[src/design/upc_pkg.sv]
// ----------------------------------------------------------------------------
// upc_pkg
// Types, character codes and character-class helpers for the URI percent codec.
// ----------------------------------------------------------------------------
package upc_pkg;

  localparam int ByteW    = 8;
  localparam int QueueLen = 5;  // room for two waiting bytes plus one full escape
  localparam int MaxRes   = 3;

  localparam logic [ByteW-1:0] CH_PCT   = 8'h25;
  localparam logic [ByteW-1:0] CH_QUERY = 8'h3F;
  localparam logic [ByteW-1:0] CH_PLUS  = 8'h2B;
  localparam logic [ByteW-1:0] CH_MINUS = 8'h2D;
  localparam logic [ByteW-1:0] CH_SPACE = 8'h20;

  localparam logic MODE_ENCODE = 1'b0;

  localparam logic [1:0] ESC_IDLE   = 2'd0;
  localparam logic [1:0] ESC_FIRST  = 2'd1;
  localparam logic [1:0] ESC_SECOND = 2'd2;

  typedef struct packed {
    logic [ByteW-1:0] data;
    logic             last;
  } q_entry_t;

  function automatic logic is_safe(input logic [ByteW-1:0] c);
    logic r;
    r = (c >= 8'h41 && c <= 8'h5A) || (c >= 8'h61 && c <= 8'h7A) ||
        (c >= 8'h30 && c <= 8'h39);
    case (c)
      8'h2F, 8'h3A, 8'h2E, 8'h2D, 8'h5F, 8'h21, 8'h7E, 8'h27, 8'h28,
      8'h29, 8'h40, 8'h3D, 8'h2B, 8'h24, 8'h2C, 8'h26, 8'h2A: r = 1'b1;
      default: ;
    endcase
    return r;
  endfunction

  function automatic logic is_space(input logic [ByteW-1:0] c);
    return (c == CH_SPACE) || (c >= 8'h09 && c <= 8'h0D);
  endfunction

  function automatic logic is_hex(input logic [ByteW-1:0] c);
    return (c >= 8'h30 && c <= 8'h39) || (c >= 8'h41 && c <= 8'h46) ||
           (c >= 8'h61 && c <= 8'h66);
  endfunction

  function automatic logic [3:0] hex_val(input logic [ByteW-1:0] c);
    logic [3:0] v;
    if (c >= 8'h30 && c <= 8'h39) begin
      v = 4'(c - 8'h30);
    end else if (c >= 8'h41 && c <= 8'h46) begin
      v = 4'(c - 8'h37);
    end else begin
      v = 4'(c - 8'h57);
    end
    return v;
  endfunction

  function automatic logic [ByteW-1:0] hex_char(input logic [3:0] n);
    return (n < 4'd10) ? (8'(n) + 8'h30) : (8'(n) + 8'h37);
  endfunction

  // strtol-style base-16 parse of up to two characters, modulo 256
  // st: 0 space allowed, 1 sign allowed, 2 digits, 3 stopped
  function automatic logic [ByteW-1:0] parse_escape(input logic [ByteW-1:0] c0,
                                                    input logic [ByteW-1:0] c1,
                                                    input logic [1:0]       n);
    logic [1:0]       st;
    logic             neg;
    logic [ByteW-1:0] acc;
    logic [ByteW-1:0] ch;
    st  = 2'd0;
    neg = 1'b0;
    acc = '0;
    for (int k = 0; k < 2; k++) begin
      ch = (k == 0) ? c0 : c1;
      if (2'(k) < n) begin
        if (st == 2'd0 && is_space(ch)) begin
          st = 2'd1;
        end else if (st <= 2'd1 && (ch == CH_PLUS || ch == CH_MINUS)) begin
          neg = (ch == CH_MINUS);
          st  = 2'd2;
        end else if (st <= 2'd2 && is_hex(ch)) begin
          acc = {acc[3:0], hex_val(ch)};
          st  = 2'd2;
        end else begin
          st = 2'd3;
        end
      end
    end
    return neg ? (8'd0 - acc) : acc;
  endfunction

endpackage

[src/design/uri_percent_codec.sv]
// ----------------------------------------------------------------------------
// uri_percent_codec
// Byte-stream URI percent encoder / decoder with a five-entry output queue.
// ----------------------------------------------------------------------------
// One input transaction is taken per cycle while the output queue holds two
// bytes or fewer; its results are written to the queue registers at the same
// edge and leave from the registered queue head, one byte per cycle while
// out_tready is high. Pass-through and decoded bytes sustain one input byte
// per cycle unless the output stalls; an escaped byte in encode mode gives
// three output bytes, so such a stream is held to the output port's rate.
// The mode bit (0 encode, 1 decode) is written through cfg_wen / cfg_wdata
// and must only change while the codec is idle.
module uri_percent_codec
  import upc_pkg::*;
(
  input  logic             clk,
  input  logic             rst_n,
  input  logic             cfg_wen,
  input  logic             cfg_wdata,   // mode
  input  logic             in_tvalid,
  output logic             in_tready,
  input  logic [ByteW-1:0] in_tdata,    // [7:0] in_byte
  input  logic             in_tlast,    // in_last
  output logic             out_tvalid,
  input  logic             out_tready,
  output logic [ByteW-1:0] out_tdata,   // [7:0] out_byte
  output logic             out_tlast    // out_last
);

  localparam int CntW = $clog2(QueueLen + 1);

  logic             mode_r;
  logic             query_r, query_nxt;
  logic [1:0]       phase_r, phase_nxt;
  logic [ByteW-1:0] first_r, first_nxt;

  q_entry_t         q_r   [QueueLen];
  q_entry_t         q_nxt [QueueLen];
  logic [CntW-1:0]  count_r, count_nxt;

  q_entry_t         res   [MaxRes];
  logic [1:0]       nres;
  logic             push, pop;
  logic [CntW-1:0]  base;
  logic [ByteW-1:0] c;

  assign in_tready  = (count_r <= CntW'(2));
  assign out_tvalid = (count_r != '0);
  assign out_tdata  = q_r[0].data;
  assign out_tlast  = q_r[0].last;
  assign push       = in_tvalid && in_tready;
  assign pop        = out_tvalid && out_tready;

  // per-byte codec step
  always_comb begin
    nres      = 2'd0;
    query_nxt = query_r;
    phase_nxt = phase_r;
    first_nxt = first_r;
    c         = in_tdata;
    for (int j = 0; j < MaxRes; j++) begin
      res[j] = '{data: '0, last: 1'b0};
    end
    if (mode_r == MODE_ENCODE) begin
      query_nxt = 1'b0;
      phase_nxt = ESC_IDLE;
      first_nxt = '0;
      if (is_safe(c)) begin
        nres   = 2'd1;
        res[0] = '{data: c, last: in_tlast};
      end else begin
        nres   = 2'd3;
        res[0] = '{data: CH_PCT, last: 1'b0};
        res[1] = '{data: hex_char(c[7:4]), last: 1'b0};
        res[2] = '{data: hex_char(c[3:0]), last: in_tlast};
      end
    end else begin
      case (phase_r)
        ESC_FIRST: begin
          if (in_tlast) begin
            nres      = 2'd1;
            res[0]    = '{data: parse_escape(c, '0, 2'd1), last: 1'b1};
            query_nxt = 1'b0;
            phase_nxt = ESC_IDLE;
            first_nxt = '0;
          end else begin
            first_nxt = c;
            phase_nxt = ESC_SECOND;
          end
        end
        ESC_SECOND: begin
          nres      = 2'd1;
          res[0]    = '{data: parse_escape(first_r, c, 2'd2), last: in_tlast};
          phase_nxt = ESC_IDLE;
          first_nxt = '0;
          if (in_tlast) begin
            query_nxt = 1'b0;
          end
        end
        default: begin
          phase_nxt = ESC_IDLE;
          if (c == CH_PCT) begin
            if (in_tlast) begin
              nres      = 2'd1;
              res[0]    = '{data: '0, last: 1'b1};
              query_nxt = 1'b0;
              first_nxt = '0;
            end else begin
              phase_nxt = ESC_FIRST;
            end
          end else begin
            nres = 2'd1;
            if (c == CH_QUERY) begin
              query_nxt = 1'b1;
            end else if (c == CH_PLUS && query_r) begin
              c = CH_SPACE;
            end
            res[0] = '{data: c, last: in_tlast};
            if (in_tlast) begin
              query_nxt = 1'b0;
              first_nxt = '0;
            end
          end
        end
      endcase
    end
  end

  // output queue: shift out at the head, append after the survivors
  always_comb begin
    base = count_r - CntW'(pop);
    for (int i = 0; i < QueueLen; i++) begin
      if (pop && i < QueueLen - 1) begin
        q_nxt[i] = q_r[i + 1];
      end else begin
        q_nxt[i] = q_r[i];
      end
      if (push && (CntW'(i) >= base) && ((CntW'(i) - base) < CntW'(nres))) begin
        q_nxt[i] = res[2'(CntW'(i) - base)];
      end
    end
    count_nxt = base + (push ? CntW'(nres) : CntW'(0));
  end

  always_ff @(posedge clk) begin
    if (!rst_n) begin
      mode_r  <= MODE_ENCODE;
      query_r <= 1'b0;
      phase_r <= ESC_IDLE;
      first_r <= '0;
      count_r <= '0;
    end else begin
      if (cfg_wen) begin
        mode_r <= cfg_wdata;
      end
      if (push) begin
        query_r <= query_nxt;
        phase_r <= phase_nxt;
        first_r <= first_nxt;
      end
      count_r <= count_nxt;
    end
  end

  always_ff @(posedge clk) begin
    for (int i = 0; i < QueueLen; i++) begin
      q_r[i] <= q_nxt[i];
    end
  end

endmodule
[config.mk]
export PLATFORM = sky130hd
export DESIGN_NAME = uri_percent_codec
export DESIGN_NICKNAME = d
export VERILOG_FILES = /design/src/design/upc_pkg.sv /design/src/design/uri_percent_codec.sv
export SDC_FILE = /design/constraint.sdc
export NUM_CORES = 1
export LEC_CHECK = 0
export BUFFER_PORTS_ARGS = -buffer_cell sky130_fd_sc_hd__buf_2
export CAP_MARGIN = 20
export CORE_ASPECT_RATIO = 0.6
export CORE_MARGIN = 2
export CORE_UTILIZATION = 45
export DETAILED_ROUTE_END_ITERATION = 16
export HOLD_SLACK_MARGIN = 0.1
export PLACE_DENSITY_LB_ADDON = 0.1
export SETUP_SLACK_MARGIN = 0.1
export SLEW_MARGIN = 10
export SYNTH_ARGS = -nofsm -noshare
export SYNTH_HDL_FRONTEND = slang
export SYNTH_SLANG_ARGS = --single-unit
[constraint.sdc]
create_clock -name clk -period 16.7 [get_ports clk]
set_input_delay 3.34 -clock clk [delete_from_list [all_inputs] [get_ports clk]]
set_output_delay 3.34 -clock clk [all_outputs]
set_load 0.005 [all_outputs]
==> results of run 1 <==
-- worst paths after layout --
check,start,endpoint,slack (ns)
max,in_tdata[1],q_r[0][7],8.68
max reg2reg,count_r[2],q_r[0][6],11.22
min reg2reg,first_r[5],first_r[5],0.51
min,first_r[5],first_r[5],0.51
-- sequential cells by signal (all words and copies together) (netlist names) --
register  flops
q_r          45
mode_r        1
query_r       1
first_r       8
count_r       3
phase_r       2
-- cells in the final DEF, fill, tap and decap left out, types with 9 or more instances in the layout --
cell and count:
clkbuf_16 9, nand3_1 28, and3_1 11, nor3_1 15, a31oi_1 24, mux2_2 11
buf_2 26, a21oi_1 43, o21ai_0 35, dfxtp_1 15, edfxtp_1 45, ha_1 36
inv_1 25, nand2_1 73, a21boi_0 11, o31ai_1 10, xnor2_1 9, a21o_1 9
nor2_1 37
-- cells in the mapped netlist, types with 10 or more instances --
library cell and count:
a21boi_0 11, a21oi_1 43, a31oi_1 24, and3_1 11
clkbuf_1 35, dfxtp_1 15, edfxtp_1 45, ha_1 36
inv_1 25, mux2_2 11, nand2_1 73, nand3_1 28
nor2_1 37, nor3_1 15, o21ai_0 35, o31ai_1 10
-- worst max-delay path, delay by kind of cell --
| kind | cells | cell delay (ns) |
|---|---|---|
| AND/OR/NAND/NOR | 4 | 1.37 |
| adder cells (fa/ha/maj) | 2 | 0.57 |
| multiplexers | 2 | 0.71 |
| buffers and inverters | 2 | 0.50 |
| AO/OA/AOI/OAI | 5 | 1.60 |
-- power groups by stage --
| stage | combinational [mW] | sequential, mW | clock (mW) |
|---|---|---|---|
| 2_1_floorplan | 0.449 | 0.287 | 0 |
| 3_5_place_dp | 0.612 | 0.296 | 0 |
| 6_report | 0.626 | 0.295 | 0.170 |
| 5_1_grt | 0.690 | 0.301 | 0.177 |
| 3_3_place_gp | 0.600 | 0.297 | 0 |
| 4_1_cts | 0.616 | 0.295 | 0.172 |
-- area by class of cell --
class	instances	area share [%]
Multi-Input combinational cell	514	59.16
Sequential cell	60	28.09
Clock buffer	9	3.831
Tap cell	165	3.511
Timing Repair Buffer	32	2.979
Inverter	28	1.873
Clock inverter	6	0.5533
-- cell families (layout without fill, tap and decap cells) --
group / after synthesis / after routing / synth area share, %
AND/OR/NAND/NOR: 228 / 228 / 21.58
multiplexers: 18 / 18 / 3.543
buffers and inverters: 81 / 75 / 6.514
adder cells (fa/ha/maj): 37 / 37 / 8.594
flip-flops: 60 / 60 / 30.17
XOR/XNOR: 13 / 13 / 2.080
AO/OA/AOI/OAI: 218 / 218 / 27.52
-- metal layers --
metal  up-vias  GRT usage [%]
met3        20          8.163
met5         -              0
met4         0          5.825
li1       2461              -
met1      2569          42.67
met2       283          37.74
==> flow_summary_export.csv, run 1 <==
group,metric,value,unit
power_and_ir_drop,irDropWorstVdd,0.2094,mV
drt,num_vias,5333,
place,gp_routability_congestion,0.9783,
synth,synth_cells,655,
synth,syn_nets,707,
synth,postSynthRegisterBits,60,
synth,synth.top_cells.by_area,"edfxtp_1, ha_1, dfxtp_1",
drt,drt_pre_antenna_iters,5,
synth,synthDominantCellAreaShare,24.69,%
power_and_ir_drop,power_frac_seq,27.1,%
clock_network,worst_skew_pair.late_latency,0.34,ns
timing,final.setup.worst_slack,8.683,ns
synth,synth_warnings,0,
timing,max_freq,124.7,MHz
job,drv_cap,0,
global_routing,grt_antenna_before_repair,0,
timing,finalHoldWorstSlack,0.5128,ns
place,placement.io_buffers,25,
drt,met3RoutedLength,1.992,mm
clock_network,tritoncts,"yes",
setup_path,crit_chain,"buf_2, inv_1, ha_1, or4b_1, a311o_1, o21ai_0, nand3_1, mux2i_1, ha_1, nor2b_1, a311o_1, a2111oi_0, or3_1, o31ai_1, mux2_2",
clock_network,clk_root_buffer_cell,"clkbuf_16",
setup_path,critPathLaunchType,"input port",
setup_path,critPathArrivalTime,8.10,ns
global_routing,grt_first_pass_wirelength,27.62,mm
cells_and_area,drive_above_1_share,11.25,%
floorplanning,die-height,89.43,µm
timing,final-setup-viol-count,0,
cells_and_area,final_core_utilization,49.21,%
clock_network,total_clock_buffers_created_by_cts,9,
setup_path,timing.critical_path.required,16.79,ns
clock_network,clockBufferDepth,2,
drt,first_iter_violations,580,
place,total_cell_area_at_the_placement_stage,0.005622,mm²
timing,finalCritPeriodShare,48.01,%
drt,topRoutingLayerUsed,"met4",
status,status,"complete, no violations",
cells_and_area,fill_cell_total_of_the_finished_layout,1186,
power_and_ir_drop,switching_power,0.5160,mW
clock_network,cts.sink_count,60,
global_routing,grt_util_all_layers,27.78,%
drt,wl_met1,9.037,mm
global_routing,grt_start_max_net_pins,51,
power_and_ir_drop,power_leakage,2.153,nW
synth,register_area_share_after_synthesis,30.17,%
setup_path,critical_path_class,"input port to flop",
floorplanning,core_region_area,0.01195,mm²
clock_network,post_cts_resized,0,
cells_and_area,final_cells,814,
setup_path,reg2regPathDepth,12,
drt,met2_length,6.754,mm
min_path,holdCritPathClass,"flop to flop",
cells_and_area,finalNetCount,697,
timing,timing_hold_violations_final,0,
global_routing,grt_overflow_total,0,
cells_and_area,area_growth,7.406,%
power_and_ir_drop,p_per_area,185.5,mW/mm²
setup_path,timing.critical_path.to_type,"flop",
clock_network,cts_setup_buffers,0,
clock_network,h-tree-depth,3,
drt,drcViolationCount,0,
power_and_ir_drop,clkPwrFrac,15.6,%
timing,min_clock_period_post_route,8.017,ns
power_and_ir_drop,cell_internal_pwr,0.5745,mW
floorplanning,num_rows,31,
synth,post_synth_instance_area,0.005474,mm²
cells_and_area,diode_insertion_count_for_antenna_repair,0,
timing,worst_clock_skew,0.007754,ns
min_path,min_path_cells,2,
power_and_ir_drop,p_total,1.090,mW
timing,final.setup.tns,0,ns
place,dp_hpwl,13.30,mm
drt,final_antenna_net_count,0,
synth,dominantRegCellSynth,"edfxtp_1",
synth,most_area_hungry_cell_type_in_the_yosys_netlist,"edfxtp_1",
place,dp_cells,799,
synth,async_reset_ff_share,0,%
timing,timing.max_slew.rel_slack,36.26,%
setup_path,critical_path.max_fanout,17,
floorplanning,design.die.area,0.01309,mm²
floorplanning,die-width,146.4,µm
power_and_ir_drop,power.share.combinational,57.4,%
drt,route.detailed.vias_per_inst,6.552,
cells_and_area,postLayoutCellArea,0.005879,mm²
setup_path,cpPeakStageDelay,0.61,ns
cells_and_area,multiInputGateArea,0.003478,mm²
setup_path,critPathSlowestCell,"a2111oi_0",
timing,timing_max_transition_violations_final,0,
drt,wl_per_cell,22.06,µm
synth,synth.avg_cell_area,8.357,µm²
place,dp_worst_setup_slack,8.576,ns
synth,yosys.cell_types.count,82,
clock_network,clkSlewWorstSetupHoldPaths,0.06,ns
floorplanning,boundaryPins,26,
drt,finalWirelength,17.96,mm
timing,worst-slew-pin-transition,0.9540,ns
timing,grt_setup_unrepaired,"false",
global_routing,grt_pass1_vias,4690,
cells_and_area,seq_area,0.001652,mm²
power_and_ir_drop,power.share.switching,47.32,%
floorplanning,initial_core_util,45.82,%
synth,synth_edf_count,45,
clock_network,number_of_hold_buffers_added_after_cts,0,
No activity file was read; power rests on OpenSTA's default activity.
==> run 2, diff against run 1 <==
ABC_AREA = 1   (was default)
clock period = 6.9 ns   (was 16.7 ns; I/O delays follow)
==> run 2 against run 1 <==
Compared with the run above: highest routed layer unchanged; critical endpoint is now q_r[0][8]; final cell count up 12%; non-clock buffer count down 4; sequential power rose to 2.6 times the previous value; power rose to 2.7 times the previous value; first-iteration DRC count up 23%; cell area down 0.92%; clock skew down 0.0026 ns; routed wire length down 5.8%.
==> flow_summary_export.csv, run 2 <==
group,metric,value,unit
setup_path,critPathLaunchType,"input port",
synth,post_synth_instance_area,0.005298,mm²
clock_network,number_of_hold_buffers_added_after_cts,0,
place,gp_routability_congestion,1.024,
drt,route.detailed.vias_per_inst,5.748,
global_routing,grt_first_pass_wirelength,26.70,mm
synth,async_reset_ff_share,0,%
setup_path,critical_path_class,"input port to flop",
synth,yosys.cell_types.count,53,
clock_network,clkSlewWorstSetupHoldPaths,0.05,ns
place,dp_cells,894,
power_and_ir_drop,power_leakage,2.692,nW
synth,synth_warnings,0,
floorplanning,design.die.area,0.01269,mm²
cells_and_area,drive_above_1_share,14.42,%
drt,first_iter_violations,713,
status,status,"complete, no violations",
place,dp_hpwl,13.30,mm
timing,min_clock_period_post_route,5.471,ns
cells_and_area,most-common-layout-cells,"nand2_1, inv_1, nor2_1, nand3_1, edfxtp_1",
synth,synth_cells,733,
clock_network,cts_setup_buffers,0,
synth,most_area_hungry_cell_type_in_the_yosys_netlist,"edfxtp_1",
timing,final.setup.tns,0,ns
timing,timing_max_transition_violations_final,0,
synth,syn_nets,785,
global_routing,grt_util_all_layers,28.07,%
power_and_ir_drop,irDropWorstVdd,0.1966,mV
global_routing,grt_pass1_vias,4686,
synth,synthDominantCellAreaShare,25.51,%
cells_and_area,diode_insertion_count_for_antenna_repair,0,
drt,drcViolationCount,0,
timing,finalCritPeriodShare,79.29,%
clock_network,cts.sink_count,60,
drt,wl_per_cell,18.62,µm
clock_network,h-tree-depth,3,
global_routing,grt_overflow_total,0,
job,drv_cap,0,
timing,timing.max_slew.rel_slack,41.26,%
cells_and_area,finalNetCount,797,
clock_network,clockBufferDepth,2,
power_and_ir_drop,p_per_area,500.1,mW/mm²
timing,final-setup-viol-count,0,
setup_path,critPathArrivalTime,5.44,ns
drt,num_vias,5225,
timing,timing_hold_violations_final,0,
setup_path,timing.critical_path.required,6.87,ns
cells_and_area,area_growth,9.967,%
cells_and_area,seq_area,0.001652,mm²
synth,synth.top_cells.by_area,"edfxtp_1, nand2_1, ha_1",
timing,worst_clock_skew,0.005201,ns
synth,post_synth_most_frequent_cells,"nand2_1, inv_1, nor2_1",
synth,synth_edf_count,45,
cells_and_area,largest_register_ff_count,45,
cells_and_area,fill_cell_total_of_the_finished_layout,1142,
synth,synth_most_common_cell,"nand2_1",
floorplanning,num_rows,30,
synth,postSynthRegisterBits,60,
global_routing,grt_antenna_before_repair,0,
clock_network,clk_root_buffer_cell,"clkbuf_16",
cells_and_area,multiInputGateArea,0.003151,mm²
timing,max_freq,182.8,MHz
cells_and_area,final_cells,909,
synth,register_area_share_after_synthesis,31.18,%
clock_network,worst_skew_pair.late_latency,0.33,ns
setup_path,critical_path.max_fanout,15,
synth,dominantRegCellSynth,"edfxtp_1",
cells_and_area,largest-register,"q_r",
drt,final_antenna_net_count,0,
clock_network,post_cts_resized,0,
drt,finalWirelength,16.92,mm
synth,synth.avg_cell_area,7.227,µm²
floorplanning,core_region_area,0.01137,mm²
cells_and_area,reg.largest.list,"q_r x45, first_r x8, count_r x3",
timing,worst-slew-pin-transition,0.8730,ns
floorplanning,die-width,144.1,µm
floorplanning,die-height,88.05,µm
place,placement.io_buffers,25,
clock_network,tritoncts,"yes",
cells_and_area,leading_cell_type_in_the_layout_fill_and_taps_excluded,"nand2_1",
timing,grt_setup_unrepaired,"false",
global_routing,grt_start_max_net_pins,31,
min_path,holdCritPathClass,"flop to flop",
floorplanning,boundaryPins,26,
setup_path,timing.critical_path.to_type,"flop",
clock_network,total_clock_buffers_created_by_cts,9,
floorplanning,initial_core_util,46.58,%
drt,drt_pre_antenna_iters,5,
run 2: cell types whose count changed after synthesis, moves of 11 or more:
cell,delta
nand2_2,+12
a21oi_1,-14
a22oi_1,+11
inv_2,+16
inv_1,+40
clkbuf_1,-30
a31oi_1,-23
and3_1,-11
nand2_1,+134
mux2_2,-11
a21boi_0,-11
nor2_1,+23
nand3_1,+29
run 2: cells by family (layout without fill, tap and decap cells):
group,after synthesis,count (layout),synth area share (%)
and+or+nand+nor,391,391,34.29
AOI/OAI and AO/OA,125,125,14.81
buffers and inverters,112,128,9.471
DFF,60,60,31.18
adders and majority gates,37,37,8.880
xor gates and xnor gates,6,6,0.9920
muxes,2,2,0.3779
run 2: path summary, 6_finish.rpt:
path	cells after the start	start	to	slack [ns]
worst max-delay path	14	out_tready	q_r[0][8]	1.43
worst min-delay path	2	first_r[6]	first_r[6]	0.50
worst max register to register	15	count_r[2]	q_r[0][8]	2.08
worst min register to register	2	first_r[6]	first_r[6]	0.50
run 2: power breakdown:
part	internal, mW	switching, mW	total [mW]	leakage, nW
Clock	0.385	0.165	0.550	0.171
Combinational	0.500	1.11	1.61	1.97
Sequential	0.686	0.0696	0.756	0.550
Total	1.57	1.34	2.91	2.69
run 2: stage by stage:
step / total power, mW / area [µm²] / hold slack (ns) / util (%) / setup WS (ns)
floorplan: 1.894 / 5298 / 0.4506 / - / 2.271
global placement: 2.305 / 5473 / 0.4648 / 48.12 / 1.179
detailed placement: 2.328 / 5473 / 0.4824 / 48.12 / 1.150
CTS: 2.883 / 5826 / 0.4905 / 51.22 / 1.485
global route: 3.143 / 5826 / 0.5416 / 51.22 / 1.133
finish: 2.914 / 5826 / 0.4963 / 51.22 / 1.429
run 2: worst max-delay path, stage by stage:
cell and delay, ns:
buf_2 0.10, nand2_1 0.18, inv_1 0.07, ha_1 0.19
ha_1 0.46, inv_1 0.26, ha_1 0.68, inv_1 0.27
ha_1 0.29, nor2_1 0.12, inv_1 0.07, nor4_4 0.66
inv_2 0.26, nand2_1 0.44
run 2: layout make-up:
type	instances	share of cell area (%)
repair buffers	28	2.534
multi-input cells	561	54.08
flip-flops and latches	60	28.35
clock inverters	6	2.191
clock buffers	9	3.866
well taps	160	3.436
inverters	85	5.541
run 2: metal layers:
layer	vias to the layer above	wire length, µm	GRT usage (%)
li1	2482	-	-
met4	0	126	4.545
met1	2447	8843	46.37
met5	-	0	0
met3	16	1723	6.178
met2	280	6230	36.49
==> run 3, diff against run 2 <==
clock period = 5.45 ns   (was 6.9 ns; I/O delays follow)
==> run 3 against run 2 <==
Compared with the run above: sequential power increased by 27%; power increased by 23%; first-iteration DRC count decreased by 13%; critical path depth increased by 3; global-route usage increased by 0.59 points; non-clock buffer count increased by 6; cell area decreased by 0.45%.
==> flow_summary_export.csv, run 3 (synthesis gave the netlist of run 2 again) <==
group,metric,value,unit
timing,max_freq,217.3,MHz
cells_and_area,postLayoutCellArea,0.005799,mm²
cells_and_area,diode_insertion_count_for_antenna_repair,0,
cells_and_area,area_growth,9.471,%
floorplanning,num_rows,30,
timing,finalCritPeriodShare,84.45,%
status,status,"complete, no violations",
setup_path,r2r-start,"count_r[2]",
timing,worst-slew-pin-transition,1.002,ns
floorplanning,die-width,144.1,µm
global_routing,grt_overflow_total,0,
clock_network,clockBufferDepth,2,
timing,finalHoldWorstSlack,0.4882,ns
power_and_ir_drop,p_per_area,618.7,mW/mm²
job,drv_cap,0,
power_and_ir_drop,irDropWorstVdd,0.3041,mV
timing,min_clock_period_post_route,4.603,ns
floorplanning,core_region_area,0.01137,mm²
cells_and_area,largest_register_ff_count,45,
drt,first_iter_violations,622,
cells_and_area,leading_cell_type_in_the_layout_fill_and_taps_excluded,"nand2_1",
place,placement.io_buffers,25,
place,dp_worst_setup_slack,0.6422,ns
setup_path,critical_path_class,"input port to flop",
setup_path,reg2regPathDepth,16,
timing,timing_hold_violations_final,0,
place,total_cell_area_at_the_placement_stage,0.005518,mm²
setup_path,setup.reg_to_reg.worst_slack,1.27,ns
global_routing,grt_start_max_net_pins,28,
drt,num_vias,5276,
timing,final-setup-viol-count,0,
place,gp_routability_congestion,0.9775,
clock_network,clk_root_buffer_cell,"clkbuf_16",
setup_path,critical_path.max_fanout,12,
place,dp_hpwl,13.56,mm
drt,route.detailed.vias_per_inst,5.766,
min_path,hold-path-endpoint,"phase_r[0]",
clock_network,total_clock_buffers_created_by_cts,9,
clock_network,post_cts_resized,0,
clock_network,number_of_hold_buffers_added_after_cts,0,
cells_and_area,most-common-layout-cells,"nand2_1, inv_1, nor2_1, nand3_1, edfxtp_1",
drt,final_antenna_net_count,0,
timing,timing.max_slew.rel_slack,32.61,%
setup_path,critPathLaunchType,"input port",
min_path,holdCritPathClass,"flop to flop",
global_routing,grt_util_all_layers,28.66,%
cells_and_area,largest-register,"q_r",
global_routing,grt_first_pass_wirelength,27.12,mm
timing,grt_setup_unrepaired,"false",
drt,drt_pre_antenna_iters,5,
timing,timing_max_transition_violations_final,0,
min_path,hold_path_startpoint,"phase_r[0]",
cells_and_area,drive_above_1_share,15.23,%
timing,worst_clock_skew,0.007483,ns
setup_path,timing.critical_path.required,5.60,ns
cells_and_area,reg.largest.list,"q_r x45, first_r x8, count_r x3",
timing,final.setup.tns,0,ns
place,dp_cells,900,
clock_network,worst_skew_pair.late_latency,0.33,ns
floorplanning,die-height,88.05,µm
floorplanning,initial_core_util,46.58,%
floorplanning,boundaryPins,26,
setup_path,timing.rr.end,"q_r[0][0]",
cells_and_area,finalNetCount,803,
cells_and_area,final_cells,915,
clock_network,cts.sink_count,60,
clock_network,tritoncts,"yes",
global_routing,grt_antenna_before_repair,0,
setup_path,critPathArrivalTime,4.75,ns
clock_network,clkSlewWorstSetupHoldPaths,0.06,ns
power_and_ir_drop,p_total,3.588,mW
min_path,min_path_cells,2,
drt,wl_per_cell,18.99,µm
timing,final.setup.worst_slack,0.8474,ns
drt,finalWirelength,17.38,mm
clock_network,cts_setup_buffers,0,
global_routing,grt_pass1_vias,4697,
clock_network,h-tree-depth,3,
cells_and_area,final_core_utilization,50.99,%
setup_path,timing.critical_path.to_type,"flop",
floorplanning,design.die.area,0.01269,mm²
power_and_ir_drop,power_leakage,2.692,nW
drt,drcViolationCount,0,
run 3: changes by cell type in the layout (fill, tap and decap cells not counted):
cell	before	now
clkinv_2	1	4
buf_4	3	9
clkinvlp_4	0	1
bufinv_16	4	1
clkinv_1	4	3
run 3: worst max-delay path by stage:
stage / from / to / slack, ns / cells after the start
3_3_place_gp: out_tready / q_r[0][5] / 0.75 / 15
3_5_place_dp: out_tready / q_r[0][7] / 0.64 / 15
4_1_cts: out_tready / q_r[0][0] / 0.97 / 15
6_report: in_tdata[1] / q_r[0][18] / 0.85 / 17
2_1_floorplan: in_tdata[1] / q_r[0][36] / 1.11 / 17
5_1_grt: out_tready / q_r[0][3] / 0.64 / 15
run 3: final cells by class:
cell class | count | area [µm²]
clock buffer | 9 | 225.2
clock inverter | 6 | 56.30
fill | 1131 | 5574
inverter | 85 | 322.8
multi-input combinational | 561 | 3151
sequential | 60 | 1652
tap | 160 | 200.2
timing repair buffer | 34 | 192.7
run 3: worst max-delay path, cell delays in order:
cell and delay [ns]:
buf_2 0.26, inv_1 0.14, ha_1 0.25, nand2_1 0.10, nand2_1 0.08, inv_1 0.11, nand3b_4 0.09, nand2_4 0.13
o2111ai_1 0.14, nor2_2 0.26, nand2_2 0.18, ha_1 0.23, a2111oi_0 0.43, nand2_1 0.41, nor2_1 0.37, inv_1 0.22
o221ai_1 0.26
run 3: report_power, final:
group          internal, mW  switching [mW]  leakage (nW)
clock network         0.347           0.215         0.138
registers             0.869          0.0914         0.550
logic                 0.651            1.41          2.00
run 3: per-layer routing:
layer  track usage, %  share of wire (%)
met4            3.119               0.61
met5                0                  0
met2            36.06                 36
met3            7.326                 11
met1            48.22                 53
